==> src/rtl/ostb_pkg.sv <==
// Shared types and constants for the one-shot timer bank.
// Holds the transaction payload structs, the operation codes, the stored entry
// layout and the sequencer states. No dependencies.
`timescale 1ns / 1ps

package ostb_pkg;

    localparam int FUNC_W  = 4;
    localparam int ID_W    = 4;
    localparam int VALUE_W = 16;
    localparam int COUNT_W = 16;
    localparam int MASK_W  = 16;

    typedef enum logic [FUNC_W-1:0] {
        FN_TICK      = 4'd0,
        FN_CREATE    = 4'd1,
        FN_DELETE    = 4'd2,
        FN_START     = 4'd3,
        FN_RESTART   = 4'd4,
        FN_STOP      = 4'd5,
        FN_CLR_COUNT = 4'd6,
        FN_SET_LIMIT = 4'd7,
        FN_QUERY     = 4'd8,
        FN_CLR_EXP   = 4'd9
    } t_func;

    typedef struct packed {
        logic [FUNC_W-1:0]  func;
        logic [ID_W-1:0]    timer_id;
        logic [VALUE_W-1:0] value;
    } t_in;

    typedef struct packed {
        logic               status;
        logic               timed_out;
        logic [COUNT_W-1:0] tick_count;
        logic [COUNT_W-1:0] tick_limit;
        logic [MASK_W-1:0]  expired_mask;
    } t_out;

    typedef struct packed {
        logic               in_use;
        logic               running;
        logic [COUNT_W-1:0] count;
        logic [COUNT_W-1:0] limit;
    } t_entry;

    typedef enum logic [1:0] {
        ST_IDLE,
        ST_WORK,
        ST_RESP
    } t_state;

endpackage

==> src/rtl/ostb_entry_mem.sv <==
// Timer entry store: one synchronous write port and one registered read port.
// Per-entry valid bits make an entry read as all zero until it is first written.
// Depends on ostb_pkg for the entry layout.
`timescale 1ns / 1ps

module ostb_entry_mem #(
    parameter int DEPTH = 16,
    parameter int AW    = 4
) (
    input  logic                  i_clk,
    input  logic                  i_rst_n,
    input  logic                  i_rd_en,
    input  logic [AW-1:0]         i_rd_addr,
    output ostb_pkg::t_entry      o_rd_data,
    input  logic                  i_wr_en,
    input  logic [AW-1:0]         i_wr_addr,
    input  ostb_pkg::t_entry      i_wr_data
);
    import ostb_pkg::*;

    t_entry             r_mem [DEPTH];
    logic [DEPTH-1:0]   r_vld;
    t_entry             r_rd_data;
    logic               r_rd_vld;

    always_ff @(posedge i_clk) begin
        if (i_wr_en) begin
            r_mem[i_wr_addr] <= i_wr_data;
        end
        if (i_rd_en) begin
            r_rd_data <= r_mem[i_rd_addr];
        end
    end

    always_ff @(posedge i_clk) begin
        if (!i_rst_n) begin
            r_vld    <= '0;
            r_rd_vld <= 1'b0;
        end else begin
            if (i_wr_en) begin
                r_vld[i_wr_addr] <= 1'b1;
            end
            if (i_rd_en) begin
                r_rd_vld <= r_vld[i_rd_addr];
            end
        end
    end

    assign o_rd_data = r_rd_vld ? r_rd_data : '0;

endmodule

==> src/rtl/ostb_alu.sv <==
// Read-modify-write logic for one timer entry.
// Applies a tick or one addressed operation to an entry and its expired flag.
// Depends on ostb_pkg for operation codes and the entry layout.
`timescale 1ns / 1ps

module ostb_alu (
    input  logic [ostb_pkg::FUNC_W-1:0]  i_func,
    input  logic [ostb_pkg::VALUE_W-1:0] i_value,
    input  ostb_pkg::t_entry             i_entry,
    input  logic                         i_exp,
    output ostb_pkg::t_entry             o_entry,
    output logic                         o_exp,
    output logic                         o_status
);
    import ostb_pkg::*;

    logic [COUNT_W-1:0] inc;

    assign inc = i_entry.count + COUNT_W'(1);

    always_comb begin
        o_entry  = i_entry;
        o_exp    = i_exp;
        o_status = 1'b0;
        case (i_func)
            FN_TICK: begin
                if (i_entry.in_use && i_entry.running) begin
                    if (inc == i_entry.limit) begin
                        o_exp           = 1'b1;
                        o_entry.count   = '0;
                        o_entry.running = 1'b0;
                    end else begin
                        o_entry.count = inc;
                    end
                end
            end
            FN_CREATE: begin
                if (i_entry.in_use) begin
                    o_status = 1'b1;
                end else begin
                    o_entry.limit   = i_value;
                    o_entry.count   = '0;
                    o_entry.in_use  = 1'b1;
                    o_entry.running = 1'b0;
                    o_exp           = 1'b0;
                end
            end
            FN_DELETE: begin
                if (!i_entry.in_use) begin
                    o_status = 1'b1;
                end else begin
                    o_entry.in_use  = 1'b0;
                    o_entry.running = 1'b0;
                    o_exp           = 1'b0;
                end
            end
            FN_START: begin
                o_entry.running = 1'b1;
            end
            FN_RESTART: begin
                o_exp           = 1'b0;
                o_entry.running = 1'b1;
            end
            FN_STOP: begin
                o_entry.running = 1'b0;
            end
            FN_CLR_COUNT: begin
                o_entry.count = '0;
            end
            FN_SET_LIMIT: begin
                o_entry.limit = i_value;
            end
            FN_CLR_EXP: begin
                o_exp = 1'b0;
            end
            default: begin
            end
        endcase
    end

endmodule

==> src/rtl/one_shot_timer_bank.sv <==
// Top level of the one-shot timer bank: sequencer, expired flags and output register.
// Instantiates ostb_entry_mem and ostb_alu; depends on ostb_pkg.
//
//  Channel | Valid        | Stall        | Payload
//  --------+--------------+--------------+----------------------
//  input   | i_in_valid   | o_in_stall   | i_in_data  (t_in)
//  output  | o_out_valid  | i_out_stall  | o_out_data (t_out)
//
// An addressed operation is read from the entry memory on acceptance, updated and written
// back in the work state, and loaded into the output register from the response state.
// A tick sweeps the entry memory one entry a cycle in the work state, from entry 0 to
// entry NUM_TIMERS - 1, before it moves to the response state.
// The single read port of the entry memory limits the sweep to one entry a cycle.
// Reset clears the state and the valid bits of the memory.
// A stalled result holds the sequencer in its response state, so at most one more
// transaction is taken until it moves.
`timescale 1ns / 1ps

module one_shot_timer_bank #(
    parameter int NUM_TIMERS = 16
) (
    input  logic           i_clk,
    input  logic           i_rst_n,
    input  logic           i_in_valid,
    output logic           o_in_stall,
    input  ostb_pkg::t_in  i_in_data,
    output logic           o_out_valid,
    input  logic           i_out_stall,
    output ostb_pkg::t_out o_out_data
);
    import ostb_pkg::*;

    localparam int IDX_W = (NUM_TIMERS > 1) ? $clog2(NUM_TIMERS) : 1;
    localparam logic [IDX_W-1:0] LAST_IDX = IDX_W'(NUM_TIMERS - 1);

    t_state                  r_state, n_state;
    t_in                     r_req, n_req;
    logic [IDX_W-1:0]        r_idx, n_idx;
    logic [IDX_W-1:0]        r_id_addr, n_id_addr;
    logic                    r_id_vld, n_id_vld;
    t_out                    r_res, n_res;
    t_out                    r_out, n_out;
    logic                    r_out_vld, n_out_vld;
    logic [NUM_TIMERS-1:0]   r_expired, n_expired;

    logic                    in_acc;
    logic [ID_W+IDX_W-1:0]   id_ext;
    logic                    in_tick;
    logic                    req_tick;
    logic                    last;
    logic                    rd_en;
    logic [IDX_W-1:0]        rd_addr;
    logic                    wr_en;
    t_entry                  rd_data;
    t_entry                  alu_entry;
    logic                    alu_exp;
    logic                    alu_status;
    logic                    cur_exp;
    logic [NUM_TIMERS+MASK_W-1:0] mask_pad;

    ostb_entry_mem #(
        .DEPTH (NUM_TIMERS),
        .AW    (IDX_W)
    ) u_mem (
        .i_clk     (i_clk),
        .i_rst_n   (i_rst_n),
        .i_rd_en   (rd_en),
        .i_rd_addr (rd_addr),
        .o_rd_data (rd_data),
        .i_wr_en   (wr_en),
        .i_wr_addr (r_idx),
        .i_wr_data (alu_entry)
    );

    ostb_alu u_alu (
        .i_func   (r_req.func),
        .i_value  (r_req.value),
        .i_entry  (rd_data),
        .i_exp    (cur_exp),
        .o_entry  (alu_entry),
        .o_exp    (alu_exp),
        .o_status (alu_status)
    );

    assign in_acc   = i_in_valid && !o_in_stall;
    assign id_ext   = {{IDX_W{1'b0}}, i_in_data.timer_id};
    assign in_tick  = (i_in_data.func == FN_TICK);
    assign req_tick = (r_req.func == FN_TICK);
    assign cur_exp  = r_id_vld || req_tick ? r_expired[r_idx] : 1'b0;
    assign last     = !req_tick || (r_idx == LAST_IDX);
    assign mask_pad = {{MASK_W{1'b0}}, n_expired};

    always_comb begin
        n_state   = r_state;
        n_req     = r_req;
        n_idx     = r_idx;
        n_id_addr = r_id_addr;
        n_id_vld  = r_id_vld;
        n_res     = r_res;
        n_out     = r_out;
        n_out_vld = r_out_vld && i_out_stall;
        n_expired = r_expired;
        rd_en     = 1'b0;
        rd_addr   = r_idx;
        wr_en     = 1'b0;
        unique case (r_state)
            ST_IDLE: begin
                if (in_acc) begin
                    n_state   = ST_WORK;
                    n_req     = i_in_data;
                    n_id_addr = id_ext[IDX_W-1:0];
                    n_id_vld  = (32'(i_in_data.timer_id) < NUM_TIMERS);
                    n_idx     = in_tick ? '0 : id_ext[IDX_W-1:0];
                    n_res     = '0;
                    rd_en     = in_tick || n_id_vld;
                    rd_addr   = n_idx;
                end
            end
            ST_WORK: begin
                if (req_tick || r_id_vld) begin
                    wr_en            = 1'b1;
                    n_expired[r_idx] = alu_exp;
                end
                if (r_id_vld && (!req_tick || (r_idx == r_id_addr))) begin
                    n_res.timed_out  = alu_exp;
                    n_res.tick_count = alu_entry.count;
                    n_res.tick_limit = alu_entry.limit;
                end
                if (last) begin
                    n_res.status       = r_id_vld && !req_tick && alu_status;
                    n_res.expired_mask = mask_pad[MASK_W-1:0];
                    n_state            = ST_RESP;
                end else begin
                    n_idx   = r_idx + IDX_W'(1);
                    rd_en   = 1'b1;
                    rd_addr = n_idx;
                end
            end
            ST_RESP: begin
                if (!r_out_vld || !i_out_stall) begin
                    n_out     = r_res;
                    n_out_vld = 1'b1;
                    n_state   = ST_IDLE;
                end
            end
            default: begin
                n_state = ST_IDLE;
            end
        endcase
    end

    always_ff @(posedge i_clk) begin
        if (!i_rst_n) begin
            r_state   <= ST_IDLE;
            r_out_vld <= 1'b0;
            r_expired <= '0;
            r_id_vld  <= 1'b0;
        end else begin
            r_state   <= n_state;
            r_out_vld <= n_out_vld;
            r_expired <= n_expired;
            r_id_vld  <= n_id_vld;
        end
    end

    always_ff @(posedge i_clk) begin
        r_req     <= n_req;
        r_idx     <= n_idx;
        r_id_addr <= n_id_addr;
        r_res     <= n_res;
        r_out     <= n_out;
    end

    assign o_in_stall  = (r_state != ST_IDLE);
    assign o_out_valid = r_out_vld;
    assign o_out_data  = r_out;

    a_reset_clears_expired: assert property (@(posedge i_clk)
        !i_rst_n |=> (r_expired == '0))
        else $error("expired flags not cleared by reset");

    a_accept_starts_work: assert property (@(posedge i_clk) disable iff (!i_rst_n)
        in_acc |=> (r_state == ST_WORK))
        else $error("accepted transaction did not start work");

    a_result_from_resp: assert property (@(posedge i_clk) disable iff (!i_rst_n)
        $rose(o_out_valid) |-> ($past(r_state) == ST_RESP))
        else $error("result loaded outside the response state");

    a_sweep_in_range: assert property (@(posedge i_clk) disable iff (!i_rst_n)
        (r_state == ST_WORK && req_tick) |-> (r_idx <= LAST_IDX))
        else $error("tick sweep index beyond last timer");

endmodule
==> config.mk <==
export PLATFORM = sky130hd
export DESIGN_NAME = one_shot_timer_bank
export DESIGN_NICKNAME = d
export VERILOG_FILES = /design/src/rtl/ostb_pkg.sv /design/src/rtl/ostb_entry_mem.sv /design/src/rtl/ostb_alu.sv /design/src/rtl/one_shot_timer_bank.sv
export SDC_FILE = /design/constraint.sdc
export NUM_CORES = 1
export LEC_CHECK = 0
export BUFFER_PORTS_ARGS = -buffer_cell sky130_fd_sc_hd__buf_2
export CAP_MARGIN = 20
export CORE_MARGIN = 2
export CORE_UTILIZATION = 62
export DETAILED_ROUTE_END_ITERATION = 10
export PLACE_DENSITY = 0.79
export SYNTH_ARGS = -nofsm -noshare
export SYNTH_HDL_FRONTEND = slang
export SYNTH_SLANG_ARGS = --single-unit
==> constraint.sdc <==
create_clock -name i_clk -period 5.9 [get_ports i_clk]
set_input_delay 1.18 -clock i_clk [delete_from_list [all_inputs] [get_ports i_clk]]
set_output_delay 1.18 -clock i_clk [all_outputs]
set_load 0.01 [all_outputs]
==> impl_metrics.csv, run 1 <==
group,metric,value,unit
setup_path,endpoint_kind,"register",
power_and_ir_drop,swShare,25.18,%
grt,track_usage,30.75,%
clocking,cts_hold_buf,0,
logic_synthesis,synth_warnings,0,
finish,n_antenna_cell,0,
setup_path,critical_path_arrival,4950,ps
logic_synthesis,yosys.area.top_type,"edfxtp_1",
sta,rsz0062_at_grt,"no",
hold_path,hold_path_class,"reg2reg",
setup_path,crit_fanout,156,
sta,timing.setup.tns,0,ps
clocking,path_clk_slew,60,ps
setup_path,reg2reg_depth,12,
run_status,run_status,"finished, final reports clean",
floorplanning,die_x,223.2,µm
power_and_ir_drop,power_density,354.8,mW/mm²
logic_synthesis,synth_cells,2261,
logic_synthesis,syn-cell-area,0.02980,mm²
placed_design,post-place-ws,1429,ps
drt,drcViolationCount,0,
sta,min_period,4475,ps
placed_design,io_buffers,79,
setup_path,worstReg2RegEnd,"u_mem.r_rd_data[9]",
finish,syn_to_final_growth,11.40,%
logic_synthesis,synthFlopType,"edfxtp_1",
clocking,postCtsSetupBuffers,0,
finish,fillers,2985,
logic_synthesis,ys_types,66,
drt,first_iter_violations,2859,
sta,setup_viol,0,
logic_synthesis,syn_avg_cell_area,13.18,µm²
power_and_ir_drop,combPwrFrac,11.8,%
power_and_ir_drop,p_int,8.811,mW
logic_synthesis,synth-async-reset-ratio,0,%
sta,hold_violations,0,
floorplanning,die_h,223.2,µm
clocking,clock_sink_count,743,
floorplanning,io_pins,80,
sta,final_max_slew_viol_count,0,
power_and_ir_drop,switchingPower,2.966,mW
hold_path,min_from,"r_res[48]",
sta,fin_crit_sh,75.84,%
grt,antenna_found_initial,1,
setup_path,path_class,"reg2reg",
job,maxCapViolations,0,
placed_design,finalWeightedCongestion,0.8816,
power_and_ir_drop,p_seq_share,51.6,%
drt,vias,19570,
clocking,cts.path.max_buffers,3,
clocking,root_buffer,"clkbuf_16",
logic_synthesis,ys_ff_latch,743,
power_and_ir_drop,ir_worst_vdd,0.2183,mV
floorplanning,core_area,0.04755,mm²
setup_path,crit_path_start_kind,"register",
power_and_ir_drop,pwr-share-clk,36.6,%
logic_synthesis,synth-edff-count,702,
sta,worstMarginPinSlew,1181,ps
logic_synthesis,yosysSeqAreaShare,73.50,%
finish,final_layout_size_suffix_gt1_share,11.39,%
drt,wl,76420,µm
logic_synthesis,synthesis.nets,2293,
sta,fmax,0.2235,GHz
sta,setup_slack,1425,ps
power_and_ir_drop,p_leak,11.82,nW
drt,postRouteAntennaNets,0,
placed_design,dp_hpwl,41590,µm
power_and_ir_drop,total_power,11.78,mW
hold_path,holdPathStages,0,
clocking,numCtsBuffers,71,
drt,wire_per_inst,25.60,µm
grt,grt_pass1_vias,18760,
grt,overflow,0,
floorplanning,start_util,62.67,%
finish,post-route-util,69.82,%
clocking,cts_tree,"built",
drt,routed_via_density,6.556,
grt,grt_pass1_wl,113300,µm
setup_path,cp.required,6370,ps
logic_synthesis,synth_top_area_share,70.75,%
hold_path,min_delay_worst_endpoint,"o_out_data[48]",
sta,slew-limit-headroom,21.11,%
drt,dr.pass1.iters,6,
clocking,cts_resized,0,
finish,nets,2350,
floorplanning,row_count,80,
logic_synthesis,ys_top_cells_by_area,"edfxtp_1, nand2_1, and3_1, a31oi_1, dfxtp_1",
floorplanning,die_area,0.04983,mm²
setup_path,worst-r2r-setup-slack,1430,ps
clocking,htreeDepth,3,
setup_path,timing.rr.start,"r_idx[0]",
grt,grt_max_degree,200,
sta,finClkSkew,16.99,ps
clocking,clk_latency,610,ps
==> per-stage QoR <==
step	cell area, µm²	hold slack, ps	instances
2_1_floorplan	29800	400.3	2261
3_3_place_gp	30900	400.5	2852
3_5_place_dp	30930	404.5	2854
4_1_cts	33080	416.6	2979
5_1_grt	33190	421.9	2985
6_report	33190	414.6	2985
==> metal layers <==
metal | up-vias | GRT usage [%] | routed length [µm]
met5 | - | 0 | 11
met4 | 2 | 14.74 | 3341
met3 | 219 | 5.584 | 8692
met2 | 1292 | 49.13 | 36620
met1 | 9575 | 41.44 | 27760
li1 | 8481 | - | -
==> synthesized netlist by cell type (all sizes together) (5+ instances only) <==
| cell type | number |
|---|---|
| clkbuf | 96 |
| o21ai | 42 |
| nand3 | 25 |
| and3 | 149 |
| inv | 13 |
| mux4 | 5 |
| o211ai | 6 |
| a22o | 16 |
| nand2 | 622 |
| o21a | 17 |
| dfxtp | 41 |
| nor2 | 41 |
| nand4 | 5 |
| xnor2 | 21 |
| a21oi | 57 |
| nand2b | 6 |
| mux2i | 11 |
| and2 | 28 |
| nor2b | 8 |
| xor2 | 11 |
| a31oi | 140 |
| nor3 | 12 |
| edfxtp | 702 |
| buf | 50 |
| a311oi | 8 |
| a32o | 5 |
| a22oi | 69 |
==> how the worst max path moves through the flow <==
| stage | start | to | slack, ps | cells past startpoint |
|---|---|---|---|---|
| finish | r_idx[0] | u_mem.r_rd_data[9] | 1430 | 12 |
| global route | r_idx[0] | u_mem.r_rd_data[9] | 1210 | 12 |
| detailed placement | u_mem.r_rd_vld | u_mem.r_mem[0][21] | 1430 | 7 |
| CTS | u_mem.r_rd_vld | u_mem.r_mem[0][21] | 1400 | 7 |
| floorplan | r_req[21] | r_res[2] | 1350 | 8 |
| global placement | u_mem.r_rd_vld | u_mem.r_mem[0][21] | 1520 | 7 |
==> power groups by stage <==
stage / clock network, mW / logic [mW] / registers (mW)
after global routing: 4.52 / 1.50 / 6.08
final: 4.31 / 1.39 / 6.08
after detailed placement: 0 / 1.35 / 6.18
after CTS: 4.33 / 1.36 / 6.07
after floorplan: 0 / 0.978 / 6.09
after global placement: 0 / 1.29 / 6.17
==> worst max-delay path: stages (launching register included) <==
cell and delay, ps:
dfxtp_1 790, ha_1 440, nand3_1 260, a31oi_1 570, a221oi_4 210, inv_8 290
buf_16 420, buf_12 410, nand2_1 90, and3_1 180, a31oi_1 200, a22oi_1 110
nand2_1 120
==> area by class of cell <==
| cell class | count | area [µm²] | area share (%) |
|---|---|---|---|
| repair buffers | 130 | 898.4 | 2.706 |
| flip-flops and latches | 743 | 21900 | 65.98 |
| well taps | 615 | 769.5 | 2.318 |
| clock inverters | 36 | 266.5 | 0.8029 |
| inverters | 13 | 61.31 | 0.1847 |
| clock buffers | 89 | 1887 | 5.684 |
| multi-input cells | 1359 | 7411 | 22.33 |
==> cells by family (layout without fill, tap and decap cells) <==
logic type | after synthesis | after routing | share of synthesized area [%]
flip-flops | 743 | 743 | 73.50
XOR/XNOR | 32 | 32 | 0.9406
AO/OA/AOI/OAI | 389 | 389 | 8.650
buffers and inverters | 159 | 268 | 2.238
adder cells (fa/ha/maj) | 4 | 4 | 0.1680
AND/OR/NAND/NOR | 917 | 917 | 13.71
multiplexers | 17 | 17 | 0.7853
==> registers in the layout (all words and copies together), names as in the netlist <==
signal and flops:
r_idx 4, u_mem.r_vld 16, o_out_data 50, r_state 2, u_mem.r_rd_vld 1, r_req 20
u_mem.r_mem 544, r_res 50, u_mem.r_rd_data 34, r_expired 16, o_out_valid 1, r_id_vld 1
r_id_addr 4
==> cell usage in the layout, fill, tap and decap left out, types with 37 or more instances in the layout <==
master and n:
edfxtp_1 702, nand2_1 622, and3_1 149, a31oi_1 140, buf_2 79, clkbuf_16 73, a22oi_1 69, a21oi_1 56
buf_4 42, dfxtp_1 41, o21ai_0 37
Note: power is estimated with default switching activity, not from simulation.
==> run 2: changes to the inputs <==
==> constraint.sdc (replaced) <==
create_clock -name i_clk -period 4.5 [get_ports i_clk]
set_input_delay 0.9 -clock i_clk [delete_from_list [all_inputs] [get_ports i_clk]]
set_output_delay 0.9 -clock i_clk [all_outputs]
set_load 0.01 [all_outputs]
==> impl_metrics.csv, run 2 (synthesis gave the netlist of run 1 again) <==
group,metric,value,unit
run_status,run_status,"finished, final reports clean",
job,maxCapViolations,0,
finish,post-route-util,70.58,%
sta,hold_violations,0,
finish,finalNonFillerCells,3000,
finish,syn_to_final_growth,12.62,%
setup_path,timing.critical_path.slowest_cell_delay,870,ps
power_and_ir_drop,switchingPower,3.910,mW
grt,track_usage,30.24,%
setup_path,crit_fanout,33,
drt,wire_per_inst,24.86,µm
sta,finClkSkew,29.83,ps
floorplanning,die_h,223.2,µm
finish,largest_reg_flops,544,
power_and_ir_drop,p_leak,11.98,nW
power_and_ir_drop,p_seq_share,50.2,%
sta,setup_viol,0,
floorplanning,row_count,80,
drt,dr_wl_met2,34600,µm
setup_path,cp.required,4870,ps
finish,final_layout_size_suffix_gt1_share,12.00,%
setup_path,cp_num_buf_inv,1,
clocking,cts.path.max_buffers,3,
setup_path,path_class,"reg2reg",
clocking,cts_resized,0,
clocking,clock_sink_count,743,
finish,most-common-layout-cells,"edfxtp_1, nand2_1, and3_1",
placed_design,finalWeightedCongestion,0.9379,
grt,grt_max_degree,97,
drt,wl_met3,8259,µm
sta,setup_slack,543.8,ps
clocking,htreeDepth,3,
setup_path,critPathSlowestCell,"or4_1",
sta,timing.setup.tns,0,ps
floorplanning,die_x,223.2,µm
sta,worstMarginPinSlew,1121,ps
placed_design,post-place-ws,474.9,ps
sta,holdWs,415.3,ps
sta,fmax,0.2528,GHz
power_and_ir_drop,combPwrFrac,11.8,%
hold_path,hold_path_class,"reg2reg",
clocking,cts_tree,"built",
drt,postRouteAntennaNets,0,
power_and_ir_drop,total_power,15.81,mW
setup_path,cp_cell_sequence,"nand4_1, nor3_2, nand3_2, xnor2_1, a41oi_1, or4_1, o21ba_1, buf_4, a311oi_1",
drt,top_layer,"met4",
finish,largest_register,"u_mem.r_mem",
finish,final_area,0.03356,mm²
power_and_ir_drop,p_int,11.90,mW
sta,rsz0062_at_grt,"no",
clocking,postCtsSetupBuffers,0,
drt,vias,19480,
clocking,numCtsBuffers,72,
power_and_ir_drop,power_density,471.2,mW/mm²
setup_path,crit_path_start_kind,"register",
grt,overflow,0,
finish,nets,2362,
grt,grt_pass1_wl,112000,µm
drt,drcViolationCount,0,
power_and_ir_drop,ir_worst_vdd,0.3309,mV
grt,antenna_found_initial,1,
setup_path,cp.depth,9,
placed_design,dp_hpwl,41750,µm
setup_path,endpoint_kind,"register",
placed_design,placed_cell_area,0.03120,mm²
placed_design,placed_cells,2870,
floorplanning,start_util,62.67,%
placed_design,io_buffers,79,
floorplanning,core_area,0.04755,mm²
sta,fin_crit_sh,87.92,%
drt,dr.pass1.iters,8,
sta,final_max_slew_viol_count,0,
power_and_ir_drop,pwr-share-clk,37.9,%
power_and_ir_drop,swShare,24.73,%
floorplanning,io_pins,80,
clocking,cts_hold_buf,0,
setup_path,path_delay_family,"simple AND/OR/NAND/NOR gates",
setup_path,reg2reg_depth,9,
clocking,root_buffer,"clkbuf_16",
drt,first_iter_violations,2823,
setup_path,critical_path_arrival,4330,ps
clocking,clk_latency,630,ps
drt,routed_via_density,6.492,
clocking,path_clk_slew,60,ps
floorplanning,die_area,0.04983,mm²
drt,wl,74570,µm
hold_path,holdPathStages,0,
sta,min_period,3956,ps
drt,wl_met1,28700,µm
sta,slew-limit-headroom,25.06,%
grt,grt_pass1_vias,18720,
finish,final_common_cell,"edfxtp_1",
-- run 2: worst paths after layout --
kind | start | end | slack, ps
setup / recovery | u_mem.r_rd_data[20] | r_res[14] | 540
hold / removal | r_res[39] | o_out_data[39] | 420
setup reg to reg | u_mem.r_rd_data[20] | r_res[14] | 540
hold reg to reg | r_res[39] | o_out_data[39] | 420
-- run 2: area by class of cell --
cell class / instances / area [µm²]
clock inverters: 35 / 357.8
well taps: 615 / 769.5
clock buffers: 93 / 1986
multi-input cells: 1359 / 7432
flip-flops and latches: 743 / 21900
diodes: 1 / 2.502
repair buffers: 141 / 1049
inverters: 13 / 58.81
fillers: 2981 / 13990
-- run 2: power by group through the flow --
stage               clock network [mW]  registers (mW)  logic [mW]
global route                      6.29            7.94        2.03
detailed placement                   0            8.07        1.82
finish                            6.00            7.94        1.87
global placement                     0            8.07        1.77
CTS                               6.04            7.93        1.84
floorplan                            0            7.98        1.28
-- run 2: layer usage --
metal	global-route usage, %	vias up
li1	-	8510
met1	42.50	9408
met2	47.02	1334
met3	5.426	223
met4	13.40	0
met5	0	-
